--- src/hw/rtl/beam_block_copy_pair_builder_assert.svh ---
// ----------------------------------------------------------------------------
// beam block copy pair builder assertion macros
// concurrent checks clocked on clk_i, disabled while rst_ni is low
// ----------------------------------------------------------------------------
`ifndef BEAM_BLOCK_COPY_PAIR_BUILDER_ASSERT_SVH
`define BEAM_BLOCK_COPY_PAIR_BUILDER_ASSERT_SVH

// same-cycle implication
`define BBCP_ASSERT_IMP(label, ante, cons, msg) \
  label: assert property (@(posedge clk_i) disable iff (!rst_ni) (ante) |-> (cons)) \
    else $error(msg);

// next-cycle implication
`define BBCP_ASSERT_NEXT(label, ante, cons, msg) \
  label: assert property (@(posedge clk_i) disable iff (!rst_ni) (ante) |=> (cons)) \
    else $error(msg);

`endif

--- src/hw/rtl/bbcp_pkg.sv ---
// ----------------------------------------------------------------------------
// bbcp_pkg
// shared widths, codes and controller/datapath types of the copy pair builder
// ----------------------------------------------------------------------------
package bbcp_pkg;

  localparam int ID_W     = 17;
  localparam int BEAM_W   = 3;
  localparam int COL_W    = 4;
  localparam int PAR_W    = 9;
  localparam int LEN_W    = 20;
  localparam int BC_W     = 4;
  localparam int BPB_W    = 5;
  localparam int TPB_W    = 16;
  localparam int CNT_W    = 5;
  localparam int ACC_W    = 21;
  localparam int CFG_AW   = 2;
  localparam int CFG_DW   = 16;
  localparam int S_DATA_W = 56;
  localparam int M_DATA_W = 40;

  // input tdata layout
  localparam int S_BEAM_LSB = 0;
  localparam int S_COL_LSB  = S_BEAM_LSB + BEAM_W;
  localparam int S_ID_LSB   = S_COL_LSB + COL_W;
  localparam int S_PAR_LSB  = S_ID_LSB + ID_W;
  localparam int S_LEN_LSB  = S_PAR_LSB + PAR_W;

  // output tdata layout
  localparam int M_SRC_LSB = 0;
  localparam int M_DST_LSB = M_SRC_LSB + ID_W;
  localparam int M_COL_LSB = M_DST_LSB + ID_W;

  localparam logic [ID_W-1:0] NO_BLOCK = '1;

  localparam logic OP_WRITE = 1'b0;
  localparam logic OP_BUILD = 1'b1;

  localparam logic STAT_OK        = 1'b0;
  localparam logic STAT_BAD_BEAM  = 1'b1;

  localparam logic [CFG_AW-1:0] CFG_BEAM_COUNT       = 2'd0;
  localparam logic [CFG_AW-1:0] CFG_BLOCKS_PER_BEAM  = 2'd1;
  localparam logic [CFG_AW-1:0] CFG_TOKENS_PER_BLOCK = 2'd2;

  localparam logic [BC_W-1:0]  BEAM_COUNT_RST       = 4'd1;
  localparam logic [BPB_W-1:0] BLOCKS_PER_BEAM_RST  = 5'd16;
  localparam logic [TPB_W-1:0] TOKENS_PER_BLOCK_RST = 16'd16;

  typedef enum logic [1:0] {
    ST_IDLE,
    ST_RUN,
    ST_ERR
  } state_e;

  typedef struct packed {
    logic             write;
    logic             start;
    logic             issue;
    logic             issue_err;
    logic [CNT_W-1:0] col;
    logic             last;
  } cmd_t;

  typedef struct packed {
    logic adv;
    logic bad;
    logic last_col;
    logic build;
  } sts_t;

endpackage

--- src/hw/rtl/beam_block_copy_pair_builder.sv ---
// ----------------------------------------------------------------------------
// beam_block_copy_pair_builder
// keeps one request's block table and emits per-column copy pairs for a beam
// ----------------------------------------------------------------------------
// A write transaction stores one table entry when its beam and column are
// in range. A build transaction emits one result per table column in use,
// one per cycle while the output is drained, and no new input is taken
// until its column walk has issued the last column. The column count in
// use is blocks_per_beam saturated to MAX_COLUMNS, with zero counting as
// one. Each step of the column walk does one table read of the parent row
// and one of the beam row; the walk holds while the output is stalled. A
// build with an out-of-range parent or beam gives a single error result.
// The table has no reset; entries must be written before a build reads
// them.
// ----------------------------------------------------------------------------
module beam_block_copy_pair_builder #(
  parameter int MAX_BEAMS   = 8,
  parameter int MAX_COLUMNS = 16
) (
  input  logic                          clk_i,
  input  logic                          rst_ni,
  input  logic                          cfg_we_i,
  input  logic [bbcp_pkg::CFG_AW-1:0]   cfg_addr_i,
  input  logic [bbcp_pkg::CFG_DW-1:0]   cfg_wdata_i,
  input  logic                          s_axis_tvalid,
  output logic                          s_axis_tready,
  // beam_index, column_index, block_id, parent, sequence_length, zero pad
  input  logic [bbcp_pkg::S_DATA_W-1:0] s_axis_tdata,
  // operation
  input  logic                          s_axis_tuser,
  output logic                          m_axis_tvalid,
  input  logic                          m_axis_tready,
  // source_block, destination_block, column_out, zero pad
  output logic [bbcp_pkg::M_DATA_W-1:0] m_axis_tdata,
  // status
  output logic                          m_axis_tuser,
  output logic                          m_axis_tlast
);

  `include "beam_block_copy_pair_builder_assert.svh"

  bbcp_pkg::cmd_t cmd;
  bbcp_pkg::sts_t sts;

  bbcp_ctrl u_ctrl (
    .clk_i     (clk_i),
    .rst_ni    (rst_ni),
    .s_valid_i (s_axis_tvalid),
    .s_ready_o (s_axis_tready),
    .sts_i     (sts),
    .cmd_o     (cmd)
  );

  bbcp_dp #(
    .MAX_BEAMS   (MAX_BEAMS),
    .MAX_COLUMNS (MAX_COLUMNS)
  ) u_dp (
    .clk_i       (clk_i),
    .rst_ni      (rst_ni),
    .cfg_we_i    (cfg_we_i),
    .cfg_addr_i  (cfg_addr_i),
    .cfg_wdata_i (cfg_wdata_i),
    .s_tdata_i   (s_axis_tdata),
    .s_tuser_i   (s_axis_tuser),
    .cmd_i       (cmd),
    .sts_o       (sts),
    .m_tvalid_o  (m_axis_tvalid),
    .m_tready_i  (m_axis_tready),
    .m_tdata_o   (m_axis_tdata),
    .m_tuser_o   (m_axis_tuser),
    .m_tlast_o   (m_axis_tlast)
  );

  `BBCP_ASSERT_IMP(a_err_is_last, m_axis_tvalid && m_axis_tuser,
    m_axis_tlast && (m_axis_tdata[bbcp_pkg::ID_W-1:0] == bbcp_pkg::NO_BLOCK),
    "error result must be a single last result with no copy")
  `BBCP_ASSERT_IMP(a_pair_consistent,
    m_axis_tvalid && m_axis_tdata[bbcp_pkg::M_SRC_LSB + bbcp_pkg::ID_W - 1],
    m_axis_tdata[bbcp_pkg::M_DST_LSB + bbcp_pkg::ID_W - 1],
    "source without copy must pair with destination without copy")
  `BBCP_ASSERT_IMP(a_issue_busy, cmd.issue || cmd.issue_err,
    sts.adv && !s_axis_tready,
    "column issued while read stage blocked or input open")
  `BBCP_ASSERT_NEXT(a_build_blocks_input,
    s_axis_tvalid && s_axis_tready && (s_axis_tuser == bbcp_pkg::OP_BUILD),
    !s_axis_tready,
    "input reopened right after a build transaction")

endmodule

--- src/hw/rtl/bbcp_ctrl.sv ---
// ----------------------------------------------------------------------------
// bbcp_ctrl
// sequencer: takes input transactions and walks the columns of a build
// ----------------------------------------------------------------------------
module bbcp_ctrl (
  input  logic          clk_i,
  input  logic          rst_ni,
  input  logic          s_valid_i,
  output logic          s_ready_o,
  input  bbcp_pkg::sts_t sts_i,
  output bbcp_pkg::cmd_t cmd_o
);

  bbcp_pkg::state_e state_q, state_d;
  logic [bbcp_pkg::CNT_W-1:0] col_q, col_d;
  logic accept;

  assign accept = s_valid_i && (state_q == bbcp_pkg::ST_IDLE);

  always_comb begin
    state_d = state_q;
    case (state_q)
      bbcp_pkg::ST_IDLE: begin
        if (accept && sts_i.build) begin
          state_d = sts_i.bad ? bbcp_pkg::ST_ERR : bbcp_pkg::ST_RUN;
        end
      end
      bbcp_pkg::ST_RUN: begin
        if (sts_i.adv && sts_i.last_col) begin
          state_d = bbcp_pkg::ST_IDLE;
        end
      end
      bbcp_pkg::ST_ERR: begin
        if (sts_i.adv) begin
          state_d = bbcp_pkg::ST_IDLE;
        end
      end
      default: state_d = bbcp_pkg::ST_IDLE;
    endcase
  end

  always_comb begin
    s_ready_o       = 1'b0;
    cmd_o.write     = 1'b0;
    cmd_o.start     = 1'b0;
    cmd_o.issue     = 1'b0;
    cmd_o.issue_err = 1'b0;
    cmd_o.col       = col_q;
    cmd_o.last      = sts_i.last_col;
    col_d           = col_q;
    case (state_q)
      bbcp_pkg::ST_IDLE: begin
        s_ready_o   = 1'b1;
        cmd_o.write = accept && !sts_i.build;
        cmd_o.start = accept && sts_i.build && !sts_i.bad;
        if (cmd_o.start) begin
          col_d = '0;
        end
      end
      bbcp_pkg::ST_RUN: begin
        cmd_o.issue = sts_i.adv;
        if (sts_i.adv) begin
          col_d = col_q + 1'b1;
        end
      end
      bbcp_pkg::ST_ERR: begin
        cmd_o.issue_err = sts_i.adv;
        cmd_o.last      = 1'b1;
      end
      default: ;
    endcase
  end

  always_ff @(posedge clk_i or negedge rst_ni) begin
    if (!rst_ni) begin
      state_q <= bbcp_pkg::ST_IDLE;
      col_q   <= '0;
    end else begin
      state_q <= state_d;
      col_q   <= col_d;
    end
  end

endmodule

--- src/hw/rtl/bbcp_dp.sv ---
// ----------------------------------------------------------------------------
// bbcp_dp
// datapath: config registers, block table, column read stage, output register
// ----------------------------------------------------------------------------
module bbcp_dp #(
  parameter int MAX_BEAMS   = 8,
  parameter int MAX_COLUMNS = 16
) (
  input  logic                          clk_i,
  input  logic                          rst_ni,
  input  logic                          cfg_we_i,
  input  logic [bbcp_pkg::CFG_AW-1:0]   cfg_addr_i,
  input  logic [bbcp_pkg::CFG_DW-1:0]   cfg_wdata_i,
  input  logic [bbcp_pkg::S_DATA_W-1:0] s_tdata_i,
  input  logic                          s_tuser_i,
  input  bbcp_pkg::cmd_t                cmd_i,
  output bbcp_pkg::sts_t                sts_o,
  output logic                          m_tvalid_o,
  input  logic                          m_tready_i,
  output logic [bbcp_pkg::M_DATA_W-1:0] m_tdata_o,
  output logic                          m_tuser_o,
  output logic                          m_tlast_o
);

  localparam int DEPTH = MAX_BEAMS * MAX_COLUMNS;
  localparam int AW    = (DEPTH > 1) ? $clog2(DEPTH) : 1;

  logic [bbcp_pkg::BC_W-1:0]  bc_q;
  logic [bbcp_pkg::BPB_W-1:0] bpb_q;
  logic [bbcp_pkg::TPB_W-1:0] tpb_q;
  logic [bbcp_pkg::BC_W-1:0]  nb;
  logic [bbcp_pkg::BPB_W-1:0] nc;
  logic [bbcp_pkg::TPB_W-1:0] tpb_eff;

  logic [bbcp_pkg::BEAM_W-1:0] beam_in;
  logic [bbcp_pkg::COL_W-1:0]  col_in;
  logic [bbcp_pkg::ID_W-1:0]   id_in;
  logic [bbcp_pkg::PAR_W-1:0]  par_in;
  logic [bbcp_pkg::LEN_W-1:0]  len_in;
  logic                        write_ok;

  logic [bbcp_pkg::BEAM_W-1:0] beam_q;
  logic [bbcp_pkg::BC_W-1:0]   par_q;
  logic [bbcp_pkg::LEN_W-1:0]  len_q;
  logic [bbcp_pkg::ACC_W-1:0]  acc_q, acc_d;

  logic [bbcp_pkg::ID_W-1:0] mem [DEPTH];
  logic [AW-1:0]             wr_addr, rd_p_addr, rd_b_addr;
  logic [bbcp_pkg::ID_W-1:0] src_rd_q, dst_rd_q;

  logic                       rd_vld_q, rd_vld_d;
  logic [bbcp_pkg::COL_W-1:0] rd_col_q;
  logic                       rd_act_q, rd_last_q, rd_err_q;
  logic                       adv, out_load, copy;

  logic                       out_vld_q;
  logic [bbcp_pkg::ID_W-1:0]  out_src_q, out_dst_q;
  logic [bbcp_pkg::COL_W-1:0] out_col_q;
  logic                       out_stat_q, out_last_q;

  // configuration
  always_ff @(posedge clk_i or negedge rst_ni) begin
    if (!rst_ni) begin
      bc_q  <= bbcp_pkg::BEAM_COUNT_RST;
      bpb_q <= bbcp_pkg::BLOCKS_PER_BEAM_RST;
      tpb_q <= bbcp_pkg::TOKENS_PER_BLOCK_RST;
    end else if (cfg_we_i) begin
      case (cfg_addr_i)
        bbcp_pkg::CFG_BEAM_COUNT:       bc_q  <= cfg_wdata_i[bbcp_pkg::BC_W-1:0];
        bbcp_pkg::CFG_BLOCKS_PER_BEAM:  bpb_q <= cfg_wdata_i[bbcp_pkg::BPB_W-1:0];
        bbcp_pkg::CFG_TOKENS_PER_BLOCK: tpb_q <= cfg_wdata_i[bbcp_pkg::TPB_W-1:0];
        default: ;
      endcase
    end
  end

  always_comb begin
    if (bc_q == '0) begin
      nb = bbcp_pkg::BC_W'(1);
    end else if (int'(bc_q) > MAX_BEAMS) begin
      nb = bbcp_pkg::BC_W'(MAX_BEAMS);
    end else begin
      nb = bc_q;
    end
    if (bpb_q == '0) begin
      nc = bbcp_pkg::BPB_W'(1);
    end else if (int'(bpb_q) > MAX_COLUMNS) begin
      nc = bbcp_pkg::BPB_W'(MAX_COLUMNS);
    end else begin
      nc = bpb_q;
    end
    tpb_eff = (tpb_q == '0) ? bbcp_pkg::TPB_W'(1) : tpb_q;
  end

  // input fields
  assign beam_in = s_tdata_i[bbcp_pkg::S_BEAM_LSB +: bbcp_pkg::BEAM_W];
  assign col_in  = s_tdata_i[bbcp_pkg::S_COL_LSB  +: bbcp_pkg::COL_W];
  assign id_in   = s_tdata_i[bbcp_pkg::S_ID_LSB   +: bbcp_pkg::ID_W];
  assign par_in  = s_tdata_i[bbcp_pkg::S_PAR_LSB  +: bbcp_pkg::PAR_W];
  assign len_in  = s_tdata_i[bbcp_pkg::S_LEN_LSB  +: bbcp_pkg::LEN_W];

  assign write_ok = (bbcp_pkg::BC_W'(beam_in) < nb) && (bbcp_pkg::BPB_W'(col_in) < nc);

  assign sts_o.build    = (s_tuser_i == bbcp_pkg::OP_BUILD);
  assign sts_o.bad      = par_in[bbcp_pkg::PAR_W-1]
                       || (par_in[bbcp_pkg::PAR_W-2:0] >= (bbcp_pkg::PAR_W-1)'(nb))
                       || (bbcp_pkg::BC_W'(beam_in) >= nb);
  assign sts_o.last_col = (cmd_i.col == (nc - 1'b1));

  // build context
  always_ff @(posedge clk_i) begin
    if (cmd_i.start) begin
      beam_q <= beam_in;
      par_q  <= par_in[bbcp_pkg::BC_W-1:0];
      len_q  <= len_in;
    end
  end

  always_comb begin
    acc_d = acc_q;
    if (cmd_i.start) begin
      acc_d = '0;
    end else if (cmd_i.issue) begin
      acc_d = acc_q + bbcp_pkg::ACC_W'(tpb_eff);
    end
  end

  always_ff @(posedge clk_i or negedge rst_ni) begin
    if (!rst_ni) begin
      acc_q <= '0;
    end else begin
      acc_q <= acc_d;
    end
  end

  // block table
  assign wr_addr   = AW'(int'(beam_in) * MAX_COLUMNS + int'(col_in));
  assign rd_p_addr = AW'(int'(par_q) * MAX_COLUMNS + int'(cmd_i.col));
  assign rd_b_addr = AW'(int'(beam_q) * MAX_COLUMNS + int'(cmd_i.col));

  always_ff @(posedge clk_i) begin
    if (cmd_i.write && write_ok) begin
      mem[wr_addr] <= id_in;
    end
    if (cmd_i.issue) begin
      src_rd_q <= mem[rd_p_addr];
      dst_rd_q <= mem[rd_b_addr];
    end
  end

  // read stage
  assign out_load = rd_vld_q && (!out_vld_q || m_tready_i);
  assign adv      = !rd_vld_q || out_load;
  assign sts_o.adv = adv;

  always_comb begin
    rd_vld_d = rd_vld_q;
    if (adv) begin
      rd_vld_d = cmd_i.issue || cmd_i.issue_err;
    end
  end

  always_ff @(posedge clk_i or negedge rst_ni) begin
    if (!rst_ni) begin
      rd_vld_q <= 1'b0;
    end else begin
      rd_vld_q <= rd_vld_d;
    end
  end

  always_ff @(posedge clk_i) begin
    if (cmd_i.issue || cmd_i.issue_err) begin
      rd_col_q  <= cmd_i.col[bbcp_pkg::COL_W-1:0];
      rd_act_q  <= (bbcp_pkg::BC_W'(beam_q) != par_q)
                && (bbcp_pkg::ACC_W'(len_q) > acc_q);
      rd_last_q <= cmd_i.last;
      rd_err_q  <= cmd_i.issue_err;
    end
  end

  // output register
  assign copy = rd_act_q && !src_rd_q[bbcp_pkg::ID_W-1] && !dst_rd_q[bbcp_pkg::ID_W-1];

  always_ff @(posedge clk_i or negedge rst_ni) begin
    if (!rst_ni) begin
      out_vld_q <= 1'b0;
    end else if (out_load) begin
      out_vld_q <= 1'b1;
    end else if (m_tready_i) begin
      out_vld_q <= 1'b0;
    end
  end

  always_ff @(posedge clk_i) begin
    if (out_load) begin
      out_src_q  <= (copy && !rd_err_q) ? src_rd_q : bbcp_pkg::NO_BLOCK;
      out_dst_q  <= (copy && !rd_err_q) ? dst_rd_q : bbcp_pkg::NO_BLOCK;
      out_col_q  <= rd_err_q ? '0 : rd_col_q;
      out_stat_q <= rd_err_q ? bbcp_pkg::STAT_BAD_BEAM : bbcp_pkg::STAT_OK;
      out_last_q <= rd_last_q;
    end
  end

  assign m_tvalid_o = out_vld_q;
  assign m_tdata_o  = {{(bbcp_pkg::M_DATA_W - bbcp_pkg::M_COL_LSB - bbcp_pkg::COL_W){1'b0}},
                       out_col_q, out_dst_q, out_src_q};
  assign m_tuser_o  = out_stat_q;
  assign m_tlast_o  = out_last_q;

endmodule

--- config.mk ---
export PLATFORM = sky130hd
export DESIGN_NAME = beam_block_copy_pair_builder
export DESIGN_NICKNAME = d
export VERILOG_FILES = /design/src/hw/rtl/bbcp_pkg.sv /design/src/hw/rtl/beam_block_copy_pair_builder.sv /design/src/hw/rtl/bbcp_ctrl.sv /design/src/hw/rtl/bbcp_dp.sv
export VERILOG_INCLUDE_DIRS = /design/src /design/src/hw/rtl
export SDC_FILE = /design/constraint.sdc
export NUM_CORES = 2
export LEC_CHECK = 0
export BUFFER_PORTS_ARGS = -buffer_cell sky130_fd_sc_hd__buf_2
export CORE_UTILIZATION = 55
export CTS_BUF_LIST = sky130_fd_sc_hd__clkbuf_16
export CTS_CLUSTER_DIAMETER = 40
export DETAILED_ROUTE_END_ITERATION = 10
export PLACE_DENSITY = 0.74
export SETUP_SLACK_MARGIN = 0.02
export SLEW_MARGIN = 5
export SYNTH_ARGS = -nofsm -noshare
export SYNTH_HDL_FRONTEND = slang
export SYNTH_HIERARCHICAL = 1
export SYNTH_SLANG_ARGS = --single-unit
export TNS_END_PERCENT = 50
--- constraint.sdc ---
create_clock -name clk_i -period 3.4 [get_ports clk_i]
set_input_delay 0 -clock clk_i [delete_from_list [all_inputs] [get_ports clk_i]]
set_output_delay 0 -clock clk_i [all_outputs]
set_load 0.05 [all_outputs]
==> impl_metrics.tcl <==
set metrics [dict create \
    coreArea_sq_um 167200 \
    wl_per_cell_um 33.24 \
    async_flop_share 0.02351 \
    dpl.hpwl_mm 158.5 \
    nFillCells 10360 \
    fin_nets 5515 \
    synth_top_cells_by_count "edfxtp_1 (2,284), mux4_2 (508), nor2_1 (251), nand2_1 (206), mux2i_1 (142)" \
    routabilityCongestion 0.9718 \
    yosysUniqueCellTypes 73 \
    clk_pin_slew_worst_paths_ps 60 \
    leakage_nw 36.19 \
    port_buffers 118 \
    instances_no_fill 7818 \
    cp.required_ps 4010 \
    power.density_nw_per_um2 678.9 \
    worst-setup-path-type "flop to flop" \
    synth-main-ff-cell "edfxtp_1" \
    grt_pass1_wl_mm 369.3 \
    synth_edf_count 2284 \
    placedCellCount 7159 \
    hold_path.class "primary input to flop" \
    syn2layout_area_growth_pct 19.66 \
    multi_input_area_sq_um 21500 \
    yosysTopAreaCellShare 0.7398 \
    hold_viol_final 0 \
    numClockSinks 2339 \
    slew_violations 0 \
    yosysMostFrequentCell "edfxtp_1" \
    critPathBufInv 2 \
    cts_tree "yes" \
    drtPass1Iterations 8 \
    max_stage_delay_ps 580 \
    htreeDepth 5 \
    via_per_inst 6.598 \
    rsz0062_at_grt "false" \
    vdd_drop_max_mv 0.4810 \
    timing.fmax_ghz 0.2974 \
    tightest_slew_ps 1294 \
    antenna_found_initial 8 \
    numCtsBuffers 300 \
    crit_fanout 19 \
    postSynthCellCount 4646 \
    arrival_ps 3980 \
    synth_area_leaders "edfxtp_1 (74%), mux4_2 (12%), mux2i_1 (1.5%), dfrtp_1 (1.4%), nor2_1 (1.0%)" \
    die_w_um 412.6 \
    routed_wl_mm 259.9 \
    critPathTopFamily "multiplexers" \
    run_status "complete, but fails checks" \
    period_share 0.9889 \
    initial_core_util 0.5544 \
    failed_checks "antenna violations" \
    row_count 150 \
    drv_cap 0 \
    dr_total_vias 51580 \
    grt-ovfl-total 0 \
    path_cells "buf_12 -> buf_12 -> mux4_2 -> a22oi_1 -> nand2_1 -> mux4_2 -> a21o_1" \
    ys_seq_area_frac 0.7547 \
    startpoint_type "flop" \
    period_needed_ps 3362 \
    grt_util_all_layers 0.3077 \
    ys_warn_count 6 \
    synth-seq-cells 2339 \
    clk_latency_ps 930 \
    syn_area_sq_um 92710 \
    clock_skew_ps 77.50 \
    fin_ws_ps 37.75 \
    setup_viol 0 \
    drive_gt1_frac 0.3070 \
    cpMaxStageDelayCell "mux4_2" \
    clockRootBuffer "clkbuf_16" \
    place_ws_ps -107.6 \
    drc 0 \
    ant_nets 1 \
    die_area_sq_um 170200 \
    regArea_sq_um 69980 \
    relSlewSlack 0.1376 \
    pin_count 124 \
    die_h_um 412.6 \
    grt_max_degree 129 \
    synth_area_per_cell_sq_um 19.96 \
    drt_iter0_drc 7235 \
    grt_pass1_vias 51130 \
    cts.path.max_buffers 4 \
    critPathCaptureType "flop" \
    synth_largest_area_cell "edfxtp_1" \
]
[repair_timing]
action	CTS	global route
buffers inserted	0	2
pin swaps	2	6
resized for setup	4	25
hold endpoints to repair	2068	0
endpoints found under the setup margin	3	1011
hold buffers	123	0
[layout by cell type, fill, tap and decap left out, types with 13 or more instances in the layout]
| cell type | n |
|---|---|
| nand3_1 | 35 |
| o21ai_0 | 74 |
| dfrtp_1 | 48 |
| clkinv_2 | 29 |
| a21o_1 | 13 |
| nand2_1 | 203 |
| nor2b_1 | 23 |
| nor2_1 | 192 |
| a21oi_1 | 90 |
| dlygate4sd3_1 | 122 |
| clkinvlp_4 | 28 |
| mux2i_1 | 141 |
| clkbuf_16 | 308 |
| inv_1 | 64 |
| clkinv_1 | 30 |
| o22ai_1 | 44 |
| a22oi_1 | 108 |
| mux4_2 | 508 |
| o211ai_1 | 16 |
| buf_2 | 101 |
| bufinv_16 | 21 |
| a221o_1 | 16 |
| inv_6 | 41 |
| ha_1 | 48 |
| a31oi_1 | 13 |
| xnor2_1 | 13 |
| mux2_2 | 49 |
| edfxtp_1 | 2284 |
| nor2_2 | 58 |
| a22o_1 | 28 |
| nand2b_1 | 56 |
| a221oi_1 | 53 |
| buf_12 | 115 |
| clkinv_4 | 22 |
| buf_4 | 362 |
| nor3_1 | 36 |
[routing by layer]
| layer | global-route usage | vias up | part of all wire |
|---|---|---|---|
| met4 | 0.1323 | 4 | 0.046 |
| met5 | 0 | - | 0.00013 |
| met2 | 0.4748 | 3358 | 0.47 |
| li1 | - | 20750 | - |
| met1 | 0.4280 | 26900 | 0.37 |
| met3 | 0.06630 | 576 | 0.11 |
[area by class of cell]
class,instances,area share
Sequential cell,2339,0.6308
Timing Repair Buffer,702,0.06116
Inverter,44,0.001489
Tap cell,2204,0.02486
Multi-Input combinational cell,1995,0.1938
Antenna cell,12,0.0002707
Clock buffer,308,0.06947
Clock inverter,214,0.01817
[power breakdown]
part	total (W)	internal, W	leakage (nW)	switching, W
sequential	0.0321	0.0319	21.1	0.000193
clock	0.0307	0.0183	4.79	0.0124
combinational	0.0125	0.00569	10.3	0.00685
[kinds of logic after synthesis]
kind of cell	count (synthesis)	synth area share
AOI/OAI and AO/OA	542	0.04089
xor gates and xnor gates	24	0.002267
adders and majority gates	53	0.007234
buffers and inverters	313	0.01730
DFF	2339	0.7547
muxes	699	0.1447
other	1	0.00004045
and+or+nand+nor	675	0.03293
[state kept, by name (all words and copies together), names as in the netlist, 2 cells and up]
name / count
u_dp/bpb_q: 5
u_dp/mem: 2176
u_ctrl/col_q: 5
u_dp/acc_q: 21
u_dp/par_q: 4
u_dp/beam_q: 3
u_dp/out_dst_q: 17
u_dp/tpb_q: 16
u_dp/out_src_q: 17
u_dp/out_col_q: 4
u_dp/src_rd_q: 17
u_ctrl/state_q: 2
u_dp/len_q: 20
u_dp/dst_rd_q: 17
u_dp/rd_col_q: 4
u_dp/bc_q: 4
[worst paths after layout]
kind | slack (ps) | end | startpoint | depth (start not counted)
min in group asynchronous | 300 | u_dp/bpb_q[4] | rst_ni | 3
min | 140 | u_dp/mem[92][11] | s_axis_tdata[18] | 2
max | 40 | u_dp/src_rd_q[0] | u_ctrl/col_q[0] | 7
min reg2reg | 490 | u_dp/m_tvalid_o | u_dp/rd_vld_q | 1
max reg2reg | 40 | u_dp/src_rd_q[0] | u_ctrl/col_q[0] | 7
max in group asynchronous | 2650 | u_dp/tpb_q[4] | rst_ni | 4
[per-stage QoR]
| step | total power [W] | util | setup TNS, ps | instance area [sq um] | hold slack (ps) |
|---|---|---|---|---|---|
| floorplan | 0.04053 | - | -1543 | 92730 | -295.6 |
| global placement | 0.04467 | 0.5969 | -353.2 | 99810 | 92.65 |
| detailed placement | 0.04480 | 0.5969 | -204.4 | 99810 | 100.3 |
| CTS | 0.07545 | 0.6625 | 0 | 110800 | 60.30 |
| global route | 0.07729 | 0.6633 | 0 | 110900 | 105.9 |
| finish | 0.07532 | 0.6634 | 0 | 110900 | 140.6 |
No activity file was read; power rests on OpenSTA's default activity.
